### config.mk
export PLATFORM = sky130hd
export DESIGN_NAME = peak_tracking_audio_compressor
export DESIGN_NICKNAME = d
export VERILOG_FILES = /design/src/hw/rtl/pcomp_pkg.sv /design/src/hw/rtl/peak_tracking_audio_compressor.sv /design/src/hw/rtl/pcomp_tracker.sv /design/src/hw/rtl/pcomp_gain.sv
export SDC_FILE = /design/constraint.sdc
export NUM_CORES = 2
export LEC_CHECK = 0
export BUFFER_PORTS_ARGS = -buffer_cell sky130_fd_sc_hd__buf_2
export CORE_ASPECT_RATIO = 1.4
export CORE_MARGIN = 2
export CORE_UTILIZATION = 50
export DETAILED_ROUTE_END_ITERATION = 6
export GPL_TIMING_DRIVEN = 0
export PLACE_DENSITY_LB_ADDON = 0.15
export SLEW_MARGIN = 20
export SYNTH_ARGS = -nofsm -noshare
export SYNTH_HDL_FRONTEND = slang
export SYNTH_SLANG_ARGS = --single-unit
### constraint.sdc
create_clock -name clk -period 11.95 [get_ports clk]
set_input_delay 1.195 -clock clk [delete_from_list [all_inputs] [get_ports clk]]
set_output_delay 1.195 -clock clk [all_outputs]
set_load 0.01 [all_outputs]
### src/hw/rtl/pcomp_pkg.sv
package pcomp_pkg;

    // Default widths of the sample path and the ratio fraction
    localparam int SAMPLE_BITS_DEF     = 24;
    localparam int RATIO_FRAC_BITS_DEF = 16;

    // Configuration register indexes
    localparam int CFG_INDEX_BITS = 2;
    localparam logic [CFG_INDEX_BITS-1:0] REG_THRESHOLD_LEVEL = 2'd0;
    localparam logic [CFG_INDEX_BITS-1:0] REG_INVERSE_RATIO   = 2'd1;

    // Threshold after reset, in sample units
    localparam int THRESHOLD_RESET = 8389;

    // How the gain stage treats one item
    typedef struct packed {
        logic compress;   // level is above threshold: scale the excess
        logic pos;        // sample is positive: reference is +threshold
    } pcomp_mode_t;

endpackage

### src/hw/rtl/peak_tracking_audio_compressor.sv
// Peak-tracking audio compressor.
// Input stream s_*: one signed sample per item in the low bits of s_tdata.
// Output stream m_*: one compressed sample per input item, in order.
// Config channel cfg_*: index 0 writes threshold_level, index 1 writes
// inverse_ratio (Q1.RATIO_FRAC_BITS); other indexes are ignored. cfg_ready
// is always high; write only while no item is in flight.
// A sample passes the input register, the tracking/operand register and the
// result register in that order before its result shows on m_tvalid.
// Throughput: one item per cycle unless m_tready stalls; the level tracker
// updates per item and the single multiply sits in its own stage.
// Reset clears the level tracker and all valid flags and loads the default
// threshold and a ratio of one half.
// When m_tready is low the result register holds; the stages behind it keep
// filling until each holds an item, then s_tready drops.
module peak_tracking_audio_compressor #(
    parameter int SAMPLE_BITS     = pcomp_pkg::SAMPLE_BITS_DEF,
    parameter int RATIO_FRAC_BITS = pcomp_pkg::RATIO_FRAC_BITS_DEF,
    localparam int DATA_BITS = ((SAMPLE_BITS + 7) / 8) * 8,
    localparam int CFG_BITS  = (SAMPLE_BITS - 1 > RATIO_FRAC_BITS + 1) ?
                               (SAMPLE_BITS - 1) : (RATIO_FRAC_BITS + 1)
) (
    input  logic                                 clk,
    input  logic                                 rst_n,
    input  logic                                 s_tvalid,
    output logic                                 s_tready,
    input  logic [DATA_BITS-1:0]                 s_tdata,   // sample_in
    output logic                                 m_tvalid,
    input  logic                                 m_tready,
    output logic [DATA_BITS-1:0]                 m_tdata,   // sample_out
    input  logic                                 cfg_valid,
    output logic                                 cfg_ready,
    input  logic [pcomp_pkg::CFG_INDEX_BITS-1:0] cfg_index,
    input  logic [CFG_BITS-1:0]                  cfg_data
);

    localparam int W = SAMPLE_BITS;
    localparam int F = RATIO_FRAC_BITS;

    localparam logic [W-2:0] THRESHOLD_INIT = (W-1)'(pcomp_pkg::THRESHOLD_RESET);
    localparam logic [F:0]   RATIO_INIT     = (F+1)'(1) << (F - 1);

    logic [W-2:0] threshold_reg;
    logic [F:0]   ratio_reg;

    logic                v1_reg, v2_reg, v3_reg;
    logic                adv1, adv2, adv3;
    logic signed [W-1:0] in_sample_reg;

    logic signed [W-1:0]    op_sample;
    logic signed [W-1:0]    op_excess;
    pcomp_pkg::pcomp_mode_t op_mode;
    logic signed [W-1:0]    result;

    // Take configuration writes at any time
    assign cfg_ready = 1'b1;

    always_ff @(posedge clk or negedge rst_n)
    begin
        if (!rst_n)
        begin
            threshold_reg <= THRESHOLD_INIT;
            ratio_reg     <= RATIO_INIT;
        end
        else if (cfg_valid)
        begin
            unique case (cfg_index)
                pcomp_pkg::REG_THRESHOLD_LEVEL: threshold_reg <= cfg_data[W-2:0];
                pcomp_pkg::REG_INVERSE_RATIO:   ratio_reg     <= cfg_data[F:0];
                default:                        ;
            endcase
        end
    end

    // Each stage moves on when the next one is empty or moving
    assign adv3     = !v3_reg || m_tready;
    assign adv2     = !v2_reg || adv3;
    assign adv1     = !v1_reg || adv2;
    assign s_tready = adv1;
    assign m_tvalid = v3_reg;

    always_ff @(posedge clk or negedge rst_n)
    begin
        if (!rst_n)
        begin
            v1_reg <= 1'b0;
            v2_reg <= 1'b0;
            v3_reg <= 1'b0;
        end
        else
        begin
            if (adv1)
            begin
                v1_reg <= s_tvalid;
            end
            if (adv2)
            begin
                v2_reg <= v1_reg;
            end
            if (adv3)
            begin
                v3_reg <= v2_reg;
            end
        end
    end

    // Capture the incoming sample
    always_ff @(posedge clk)
    begin
        if (s_tvalid && adv1)
        begin
            in_sample_reg <= s_tdata[W-1:0];
        end
    end

    pcomp_tracker #(
        .SAMPLE_BITS (W)
    ) u_tracker (
        .clk       (clk),
        .rst_n     (rst_n),
        .load      (v1_reg && adv2),
        .sample    (in_sample_reg),
        .threshold (threshold_reg),
        .op_sample (op_sample),
        .op_excess (op_excess),
        .op_mode   (op_mode)
    );

    pcomp_gain #(
        .SAMPLE_BITS     (W),
        .RATIO_FRAC_BITS (F)
    ) u_gain (
        .clk           (clk),
        .load          (v2_reg && adv3),
        .op_sample     (op_sample),
        .op_excess     (op_excess),
        .op_mode       (op_mode),
        .threshold     (threshold_reg),
        .inverse_ratio (ratio_reg),
        .result        (result)
    );

    // Pad the result with zeros to whole bytes
    assign m_tdata = DATA_BITS'($unsigned(result));

endmodule

### src/hw/rtl/pcomp_tracker.sv
module pcomp_tracker #(
    parameter int SAMPLE_BITS = pcomp_pkg::SAMPLE_BITS_DEF
) (
    input  logic                          clk,
    input  logic                          rst_n,
    input  logic                          load,
    input  logic signed [SAMPLE_BITS-1:0] sample,
    input  logic        [SAMPLE_BITS-2:0] threshold,
    output logic signed [SAMPLE_BITS-1:0] op_sample,
    output logic signed [SAMPLE_BITS-1:0] op_excess,
    output pcomp_pkg::pcomp_mode_t        op_mode
);

    localparam int W = SAMPLE_BITS;

    // Tracking state; only the sign of each slope is ever needed
    logic signed [W:0]   level_reg, level_next;
    logic                cur_neg_reg, cur_neg_next;
    logic                prev_neg_reg;
    logic signed [W-1:0] prev_sample_reg;

    // Operand register toward the gain stage
    logic signed [W-1:0]   op_sample_reg;
    logic signed [W-1:0]   op_excess_reg, op_excess_next;
    pcomp_pkg::pcomp_mode_t op_mode_reg, op_mode_next;

    logic signed [W:0] x_ext;
    logic signed [W:0] mag;
    logic signed [W:0] slope;
    logic signed [W:0] thr_ext;
    logic signed [W:0] excess_wide;
    logic              slope_neg;

    // Form magnitude and slope sign
    always_comb
    begin
        x_ext     = {sample[W-1], sample};
        mag       = x_ext[W] ? -x_ext : x_ext;
        slope     = x_ext - {prev_sample_reg[W-1], prev_sample_reg};
        slope_neg = slope[W];
        thr_ext   = {2'b00, threshold};
    end

    // Update the level: raise on a larger magnitude, reset at a turning point
    always_comb
    begin
        level_next   = level_reg;
        cur_neg_next = cur_neg_reg;
        if (mag > level_reg)
        begin
            level_next = mag;
        end
        else
        begin
            cur_neg_next = slope_neg;
            if (!slope_neg && prev_neg_reg)
            begin
                level_next = -x_ext;
            end
            else if (slope_neg && !prev_neg_reg)
            begin
                level_next = x_ext;
            end
        end
    end

    // Pick the reference and form the excess beyond it
    always_comb
    begin
        op_mode_next.compress = (level_next > thr_ext);
        op_mode_next.pos      = !sample[W-1] && (sample != '0);
        excess_wide           = op_mode_next.pos ? (x_ext - thr_ext) : (x_ext + thr_ext);
        op_excess_next        = excess_wide[W-1:0];
    end

    // Advance the tracking state as each item moves on
    always_ff @(posedge clk or negedge rst_n)
    begin
        if (!rst_n)
        begin
            level_reg       <= '0;
            cur_neg_reg     <= 1'b0;
            prev_neg_reg    <= 1'b0;
            prev_sample_reg <= '0;
        end
        else if (load)
        begin
            level_reg       <= level_next;
            cur_neg_reg     <= cur_neg_next;
            prev_neg_reg    <= cur_neg_next;
            prev_sample_reg <= sample;
        end
    end

    // Hold the operands for the gain stage
    always_ff @(posedge clk)
    begin
        if (load)
        begin
            op_sample_reg <= sample;
            op_excess_reg <= op_excess_next;
            op_mode_reg   <= op_mode_next;
        end
    end

    assign op_sample = op_sample_reg;
    assign op_excess = op_excess_reg;
    assign op_mode   = op_mode_reg;

endmodule

### src/hw/rtl/pcomp_gain.sv
module pcomp_gain #(
    parameter int SAMPLE_BITS     = pcomp_pkg::SAMPLE_BITS_DEF,
    parameter int RATIO_FRAC_BITS = pcomp_pkg::RATIO_FRAC_BITS_DEF
) (
    input  logic                          clk,
    input  logic                          load,
    input  logic signed [SAMPLE_BITS-1:0] op_sample,
    input  logic signed [SAMPLE_BITS-1:0] op_excess,
    input  pcomp_pkg::pcomp_mode_t        op_mode,
    input  logic        [SAMPLE_BITS-2:0] threshold,
    input  logic        [RATIO_FRAC_BITS:0] inverse_ratio,
    output logic signed [SAMPLE_BITS-1:0] result
);

    localparam int W = SAMPLE_BITS;
    localparam int F = RATIO_FRAC_BITS;

    localparam logic signed [W+1:0] MAX_OUT = (W+2)'((64'd1 << (W - 1)) - 64'd1);
    localparam logic signed [W+1:0] MIN_OUT = -MAX_OUT - (W+2)'(1);

    logic signed [F+1:0]   ratio_s;
    logic signed [W+F+1:0] product;
    logic signed [W+1:0]   scaled;
    logic signed [W+1:0]   thr_ext;
    logic signed [W+1:0]   sum;
    logic signed [W-1:0]   result_reg, result_next;

    // Scale the excess, shift down, add the reference back, saturate; else pass the sample
    always_comb
    begin
        ratio_s = $signed({1'b0, inverse_ratio});
        product = (W+F+2)'(op_excess) * (W+F+2)'(ratio_s);
        scaled  = product[W+F+1:F];
        thr_ext = {3'b000, threshold};
        sum     = op_mode.pos ? (scaled + thr_ext) : (scaled - thr_ext);
        if (!op_mode.compress)
        begin
            result_next = op_sample;
        end
        else if (sum > MAX_OUT)
        begin
            result_next = MAX_OUT[W-1:0];
        end
        else if (sum < MIN_OUT)
        begin
            result_next = MIN_OUT[W-1:0];
        end
        else
        begin
            result_next = sum[W-1:0];
        end
    end

    // Hold the result until the receiver takes it
    always_ff @(posedge clk)
    begin
        if (load)
        begin
            result_reg <= result_next;
        end
    end

    assign result = result_reg;

endmodule

---- After elaboration in Yosys (flattened, before gate mapping) ----
Index checks and enable logic that the tools add are counted.
word-level totals
  bits in registers ....................... 191
  input bits .............................. 54
  output and inout bits ................... 27
  word-level logic and storage cells ...... 56
cells by class
  add/sub/neg operators ................... 6
  multipliers ............................. 1
  order comparisons ....................... 4
  eq/ne operators ......................... 1
  multiplexer cells ....................... 9
  bitwise logic cells ..................... 1
  reduce and logical (&&, ||, !) cells .... 20
operators with widths
  cell                    number
  $mux W25                4
  $mux W24                4
  $mul A24 B18 Y42        1
  $add A26 B24 Y26        1
  $gt A26 B24 Y1 const B  1
  $lt A26 B24 Y1 const B  1
  $mux W26                1
  $sub A26 B24 Y26        1
  $gt A25 B24 Y1          1
  $gt A25 B25 Y1          1
  $neg A24 Y25            1
  $sub A24 B24 Y25        1
  $add A24 B24 Y24        1
  $reduce_bool A24 Y1     1
  $sub A24 B24 Y24        1
  $logic_and A1 B1 Y1     6
  $logic_not A1 Y1        6
  $reduce_and A2 Y1       3
  $logic_or A1 B1 Y1      3
  $eq A2 B1 Y1 const B    1
  $logic_not A2 Y1        1
  $not A1 Y1              1

---- Depth between registers and ports, before layout ----
  depth after elaboration ................. 7
  gate-level depth with buffers ........... 38

---- Hierarchy ----
Synthesis repeated with hierarchy kept, for this count alone.
second synthesis, totals
  cell total of the unflattened synthesis .. 3007
  area total of the unflattened synthesis .. 27734.1 sq um
by module, submodules not included
  module                          instances  cells an instance  area each (sq um)  seq. area each (sq um)
  pcomp_gain                      1          1935               17182.7            720.7
  pcomp_tracker                   1          949                8152.8             2752.6
  peak_tracking_audio_compressor  1          123                2398.6             1804.2

---- Least setup slack after synthesis ----
OpenSTA, ideal clock, no wires.
  kind .................................... register -> register
  start point ............................. register ratio_reg[11]
  end point ............................... register u_gain.result_reg[15] (netlist: u_gain.result[15]), data pin
  library setup time ...................... 0.261 ns
  arrival time ............................ 8.446 ns
  required time ........................... 11.689 ns
  slack ................................... 3.243 ns
  stages on the path, launching flop included .. 38
  period minus slack after synthesis ...... 8.707 ns
  path through ............................ dfrtp_1 clkbuf_1 clkbuf_1 nand2_1 fa_1 inv_1 fa_1 inv_1 fa_1 inv_1 fa_1 fa_1 inv_1 fa_1 inv_1 ha_1 nand2_1 nor3_1 [2 not listed] o21ai_0 a21oi_1 o21ai_0 a21o_1 a21o_1 a21oi_1 xnor2_1 ha_1 nand3_1 nor4b_1 o21ai_0 a31oi_1 nor4_1 a311oi_1 nor2_1 o21a_1 buf_2 a221o_1
between the ends
  word-level cells in the longest chain between the ends .. 7
  elaborated cells between the ends (all ways) .. 9
RTL lines
  element                                               RTL line                              text
  from (decl)                                           peak_tracking_audio_compressor.sv:43  logic [F:0] ratio_reg;
  from (signal assigned)                                peak_tracking_audio_compressor.sv:68  pcomp_pkg::REG_INVERSE_RATIO: ratio_reg <= cfg_data[F:0];
  $mul A24 B18 Y42 (*)                                  pcomp_gain.sv:32                      product = (W+F+2)'(op_excess) * (W+F+2)'(ratio_s);
  $sub A26 B24 Y26 or $add A26 B24 Y26 (tied branches)  pcomp_gain.sv:35                      sum = op_mode.pos ? (scaled + thr_ext) : (scaled - thr_ext);
  $mux W26 (*)                                          pcomp_gain.sv:35
  $lt A26 B24 Y1                                        pcomp_gain.sv:44                      else if (sum < MIN_OUT)
  $mux W24                                              pcomp_gain.sv:44
  $mux W24 (*)                                          pcomp_gain.sv:40                      else if (sum > MAX_OUT)
  $mux W24 (*)                                          pcomp_gain.sv:36                      if (!op_mode.compress)
  named net u_gain.result_next[15]                      pcomp_gain.sv:26                      logic signed [W-1:0] result_reg, result_next;
  to (signal assigned)                                  pcomp_gain.sv:59                      result_reg <= result_next;
  to (decl)                                             pcomp_gain.sv:26
Mark *: on every way through the listed nets, which the timed path passes. The rest lies on a longest branch.
A chain may end at the register's enable or synchronous reset.

---- Worst setup path after layout ----
  start point ............................. register ratio_reg[11]
  end point ............................... register u_gain.result_reg[3] (netlist: u_gain.result[3]), data pin
The elaborated chain is that of the path after synthesis.

==> out/summary.json <==
{
  "tritoncts": {"value": "yes"},
  "gp_congestion": {"value": 1.01},
  "synth_sequential_area_ratio": {"value": 19.2, "unit": "%"},
  "drt_iter0_drc": {"value": 1597},
  "synth.ff_latch_count": {"value": 191},
  "yosysTopAreaCell": {"value": "fa_1"},
  "post_cts.repair.setup_buffers": {"value": 0},
  "worst-setup-path-type": {"value": "flip-flop to flip-flop"},
  "worst_skew_late_latency": {"value": 0.46, "unit": "ns"},
  "cts_made_buffers": {"value": 17},
  "tritoncts_num_sinks": {"value": 191},
  "post-synth-top-area-fraction": {"value": 29.3, "unit": "%"},
  "post_route_cells_drive_above_1_share": {"value": 7.45, "unit": "%"},
  "post_synth_num_cell_types": {"value": 75},
  "first_global_vias": {"value": 23197},
  "floorplan.rows": {"value": 101},
  "post_drt_via_cell_ratio": {"value": 5.59},
  "maxCapViolCount": {"value": 0},
  "ys_top_cells_by_count": {"value": "inv_1 (573), fa_1 (401), nand2_1 (344), ha_1 (222), and2_1 (192)"},
  "worst-slew-pin-transition": {"value": 1.15, "unit": "ns"},
  "fillerInstances": {"value": 5006},
  "worst-path-max-fanout": {"value": 10},
  "die_h": {"value": 281, "unit": "um"},
  "antenna_cells": {"value": 0},
  "wire_per_inst": {"value": 22.8, "unit": "um"},
  "final_net_count": {"value": 3751},
  "multiInputGateArea": {"value": 0.0195, "unit": "mm^2"},
  "reg2reg_setup_slack": {"value": 0.51, "unit": "ns"},
  "asr_flop_ratio_synth": {"value": 48.7, "unit": "%"},
  "synth_edf_count": {"value": 98},
  "holdBufCountCts": {"value": 0},
  "worst_r2r_startpoint": {"value": "ratio_reg[11]$_DFFE_PN0P_"},
  "setup_viol": {"value": 0},
  "clockBufferDepth": {"value": 2},
  "r2r_cells": {"value": 36},
  "place.detailed.hpwl": {"value": 71500, "unit": "um"},
  "grt_max_degree": {"value": 57},
  "post-synth-top-count-cell": {"value": "inv_1"},
  "port_buffers": {"value": 79},
  "drt.antenna.violating_nets": {"value": 0},
  "outcome": {"value": "finished clean"},
  "worst-endpoint-arrival": {"value": 11.64, "unit": "ns"},
  "rsz_0062_raised_after_global_routing": {"value": "false"},
  "critPathMostFrequentCell": {"value": "fa_1"},
  "floorplan.die_area": {"value": 0.0568, "unit": "mm^2"},
  "drt-total-wl": {"value": 86700, "unit": "um"},
  "clkSlewWorstSetupHoldPaths": {"value": 0.08, "unit": "ns"},
  "total_grt_usage": {"value": 31.8, "unit": "%"},
  "start_kind": {"value": "flip-flop"},
  "postSynthCellCount": {"value": 2974},
  "worst_clock_skew": {"value": 0.0148, "unit": "ns"},
  "hold_crit_start": {"value": "u_tracker.prev_sample_reg[0]$_DFFE_PN0P_"},
  "drc": {"value": 0},
  "worst_hold_path_type": {"value": "flip-flop to flip-flop"},
  "hold_viol": {"value": 0},
  "syn_nets": {"value": 3651},
  "grt_pass1_wl": {"value": 135000, "unit": "um"},
  "clock_tree.root_cell": {"value": "clkbuf_16"},
  "final_max_slew_viol_count": {"value": 0},
  "initial_core_util": {"value": 50.6, "unit": "%"},
  "critPathRequiredTime": {"value": 12.15, "unit": "ns"},
  "setup.worst_path.end_class": {"value": "flip-flop"},
  "ys.warnings.count": {"value": 0},
  "boundaryPins": {"value": 81},
  "postSynth.topFlopCell": {"value": "edfxtp_1"},
  "reg2reg_to": {"value": "u_gain.result[3]$_DFFE_PP_"},
  "worst_hold_path.endpoint": {"value": "u_tracker.prev_sample_reg[0]$_DFFE_PN0P_"},
  "core": {"value": 0.0542, "unit": "mm^2"},
  "postPlaceCellArea": {"value": 0.0288, "unit": "mm^2"},
  "synthesis.area_per_instance": {"value": 9.22, "unit": "um^2"},
  "dr.pass1.iters": {"value": 7},
  "period_needed": {"value": 11.44, "unit": "ns"},
  "timing.critical_path.slowest_stage_cell": {"value": "dfrtp_1"},
  "post_synthesis_instance_area": {"value": 0.0274, "unit": "mm^2"},
  "gr-total-overflow": {"value": 0},
  "areaGrowthSynthToFinish": {"value": 7.37, "unit": "%"},
  "htreeDepth": {"value": 4},
  "worstHoldPathCells": {"value": 2},
  "synth.area.top_cells": {"value": "fa_1 (29%), edfxtp_1 (11%), ha_1 (10%)"},
  "cp_slowest_stage_delay": {"value": 0.78, "unit": "ns"},
  "min_period_over_period": {"value": 95.7, "unit": "%"},
  "antenna_violations_before_repair": {"value": 0},
  "slew_headroom": {"value": 22.8, "unit": "%"},
  "area.sequential": {"value": 0.00528, "unit": "mm^2"},
  "max_freq": {"value": 87.4, "unit": "MHz"},
  "stdcell_area": {"value": 0.0294, "unit": "mm^2"},
  "chipWidth": {"value": 202, "unit": "um"},
  "detailroute.via_count": {"value": 21281},
  "largest_reg_flops": {"value": 25}
}
kinds of logic (layout without fill, tap and decap cells):
group           after synthesis  in the layout  synth area share (%)
other cells                   1              1                0.0137
simple gates                841            841                  15.1
xor+xnor                    147            147                  4.69
mux                          44             44                  1.81
fa+ha+maj                   623            623                  39.4
flops                       191            191                  19.2
compound gates              427            427                  10.0
buf+inv                     700            813                  9.72
metal layers:
layer / routed length [um] / up-vias / track usage [%]
met1: 30500 / 10659 / 34.4
li1: - / 9631 / -
met3: 3900 / 256 / 3.15
met2: 45800 / 735 / 59.1
met5: 0 / - / 0
met4: 6510 / 0 / 20.5
cells in the final DEF (no fill, tap or decap), types with 7 or more instances in the layout:
cell type,n
nor2_2,9
nand2b_1,18
o21a_1,22
or3_1,11
clkbuf_16,19
a31o_2,20
nor3_1,38
a221o_1,21
edfxtp_1,98
nor2b_1,37
nand4_1,16
o21ai_0,144
clkbuf_1,98
mux2_2,40
nor2_1,86
nor4_1,7
ha_1,222
a31oi_1,11
o211ai_1,39
a21o_1,41
xnor2_1,120
fa_1,401
and2_1,190
xor2_1,26
nand2_1,344
buf_2,87
a21oi_1,80
inv_1,573
dfrtp_1,87
nand3_1,42
and3_1,15
final cells by class:
type                            count  area share [%]
Inverter                          577            7.36
Clock inverter                     13           0.450
Sequential cell                   191            17.9
Buffer                            122            1.72
Timing Repair Buffer               82            1.58
Clock buffer                       19            1.61
Tap cell                          721            3.06
Multi-Input combinational cell   2083            66.3
stage by stage:
step           hold WS, ns  setup WS, ns  std cells  utilization [%]  setup TNS [ns]
6_report             0.496         0.511       3808             54.3               0
3_3_place_gp         0.469        -0.377       3774             53.0           -6.83
3_5_place_dp         0.482        -0.490       3777             53.1           -9.54
2_1_floorplan        0.451          3.24       2974                -               0
4_1_cts              0.502         0.120       3808             54.3               0
5_1_grt              0.522        0.0207       3808             54.3               0
how the worst max path moves through the flow:
stage / from / end / cells past startpoint
2_1_floorplan: ratio_reg[11]$_DFFE_PN0P_ / u_gain.result[15]$_DFFE_PP_ / 37
3_3_place_gp: ratio_reg[11]$_DFFE_PN0P_ / u_gain.result[17]$_DFFE_PP_ / 37
3_5_place_dp: ratio_reg[11]$_DFFE_PN0P_ / u_gain.result[17]$_DFFE_PP_ / 37
4_1_cts: ratio_reg[11]$_DFFE_PN0P_ / u_gain.result[17]$_DFFE_PP_ / 36
5_1_grt: ratio_reg[11]$_DFFE_PN0P_ / u_gain.result[13]$_DFFE_PP_ / 36
6_report: ratio_reg[11]$_DFFE_PN0P_ / u_gain.result[3]$_DFFE_PP_ / 36
critical path, delay by kind of cell (launching register included):
kind	cells	cell delay, ns
compound gates	13	3.66
simple gates	7	1.66
fa+ha+maj	8	3.95
buf+inv	7	0.94
flops	1	0.78
xor+xnor	1	0.19
repair_timing:
action                                  CTS  global route
cloned                                    0             0
endpoints found under the setup margin   23            23
gates resized for setup                   1            15
Power is not shown: default switching activity piles up to over one toggle a cycle in this logic, so the estimate is an artifact.
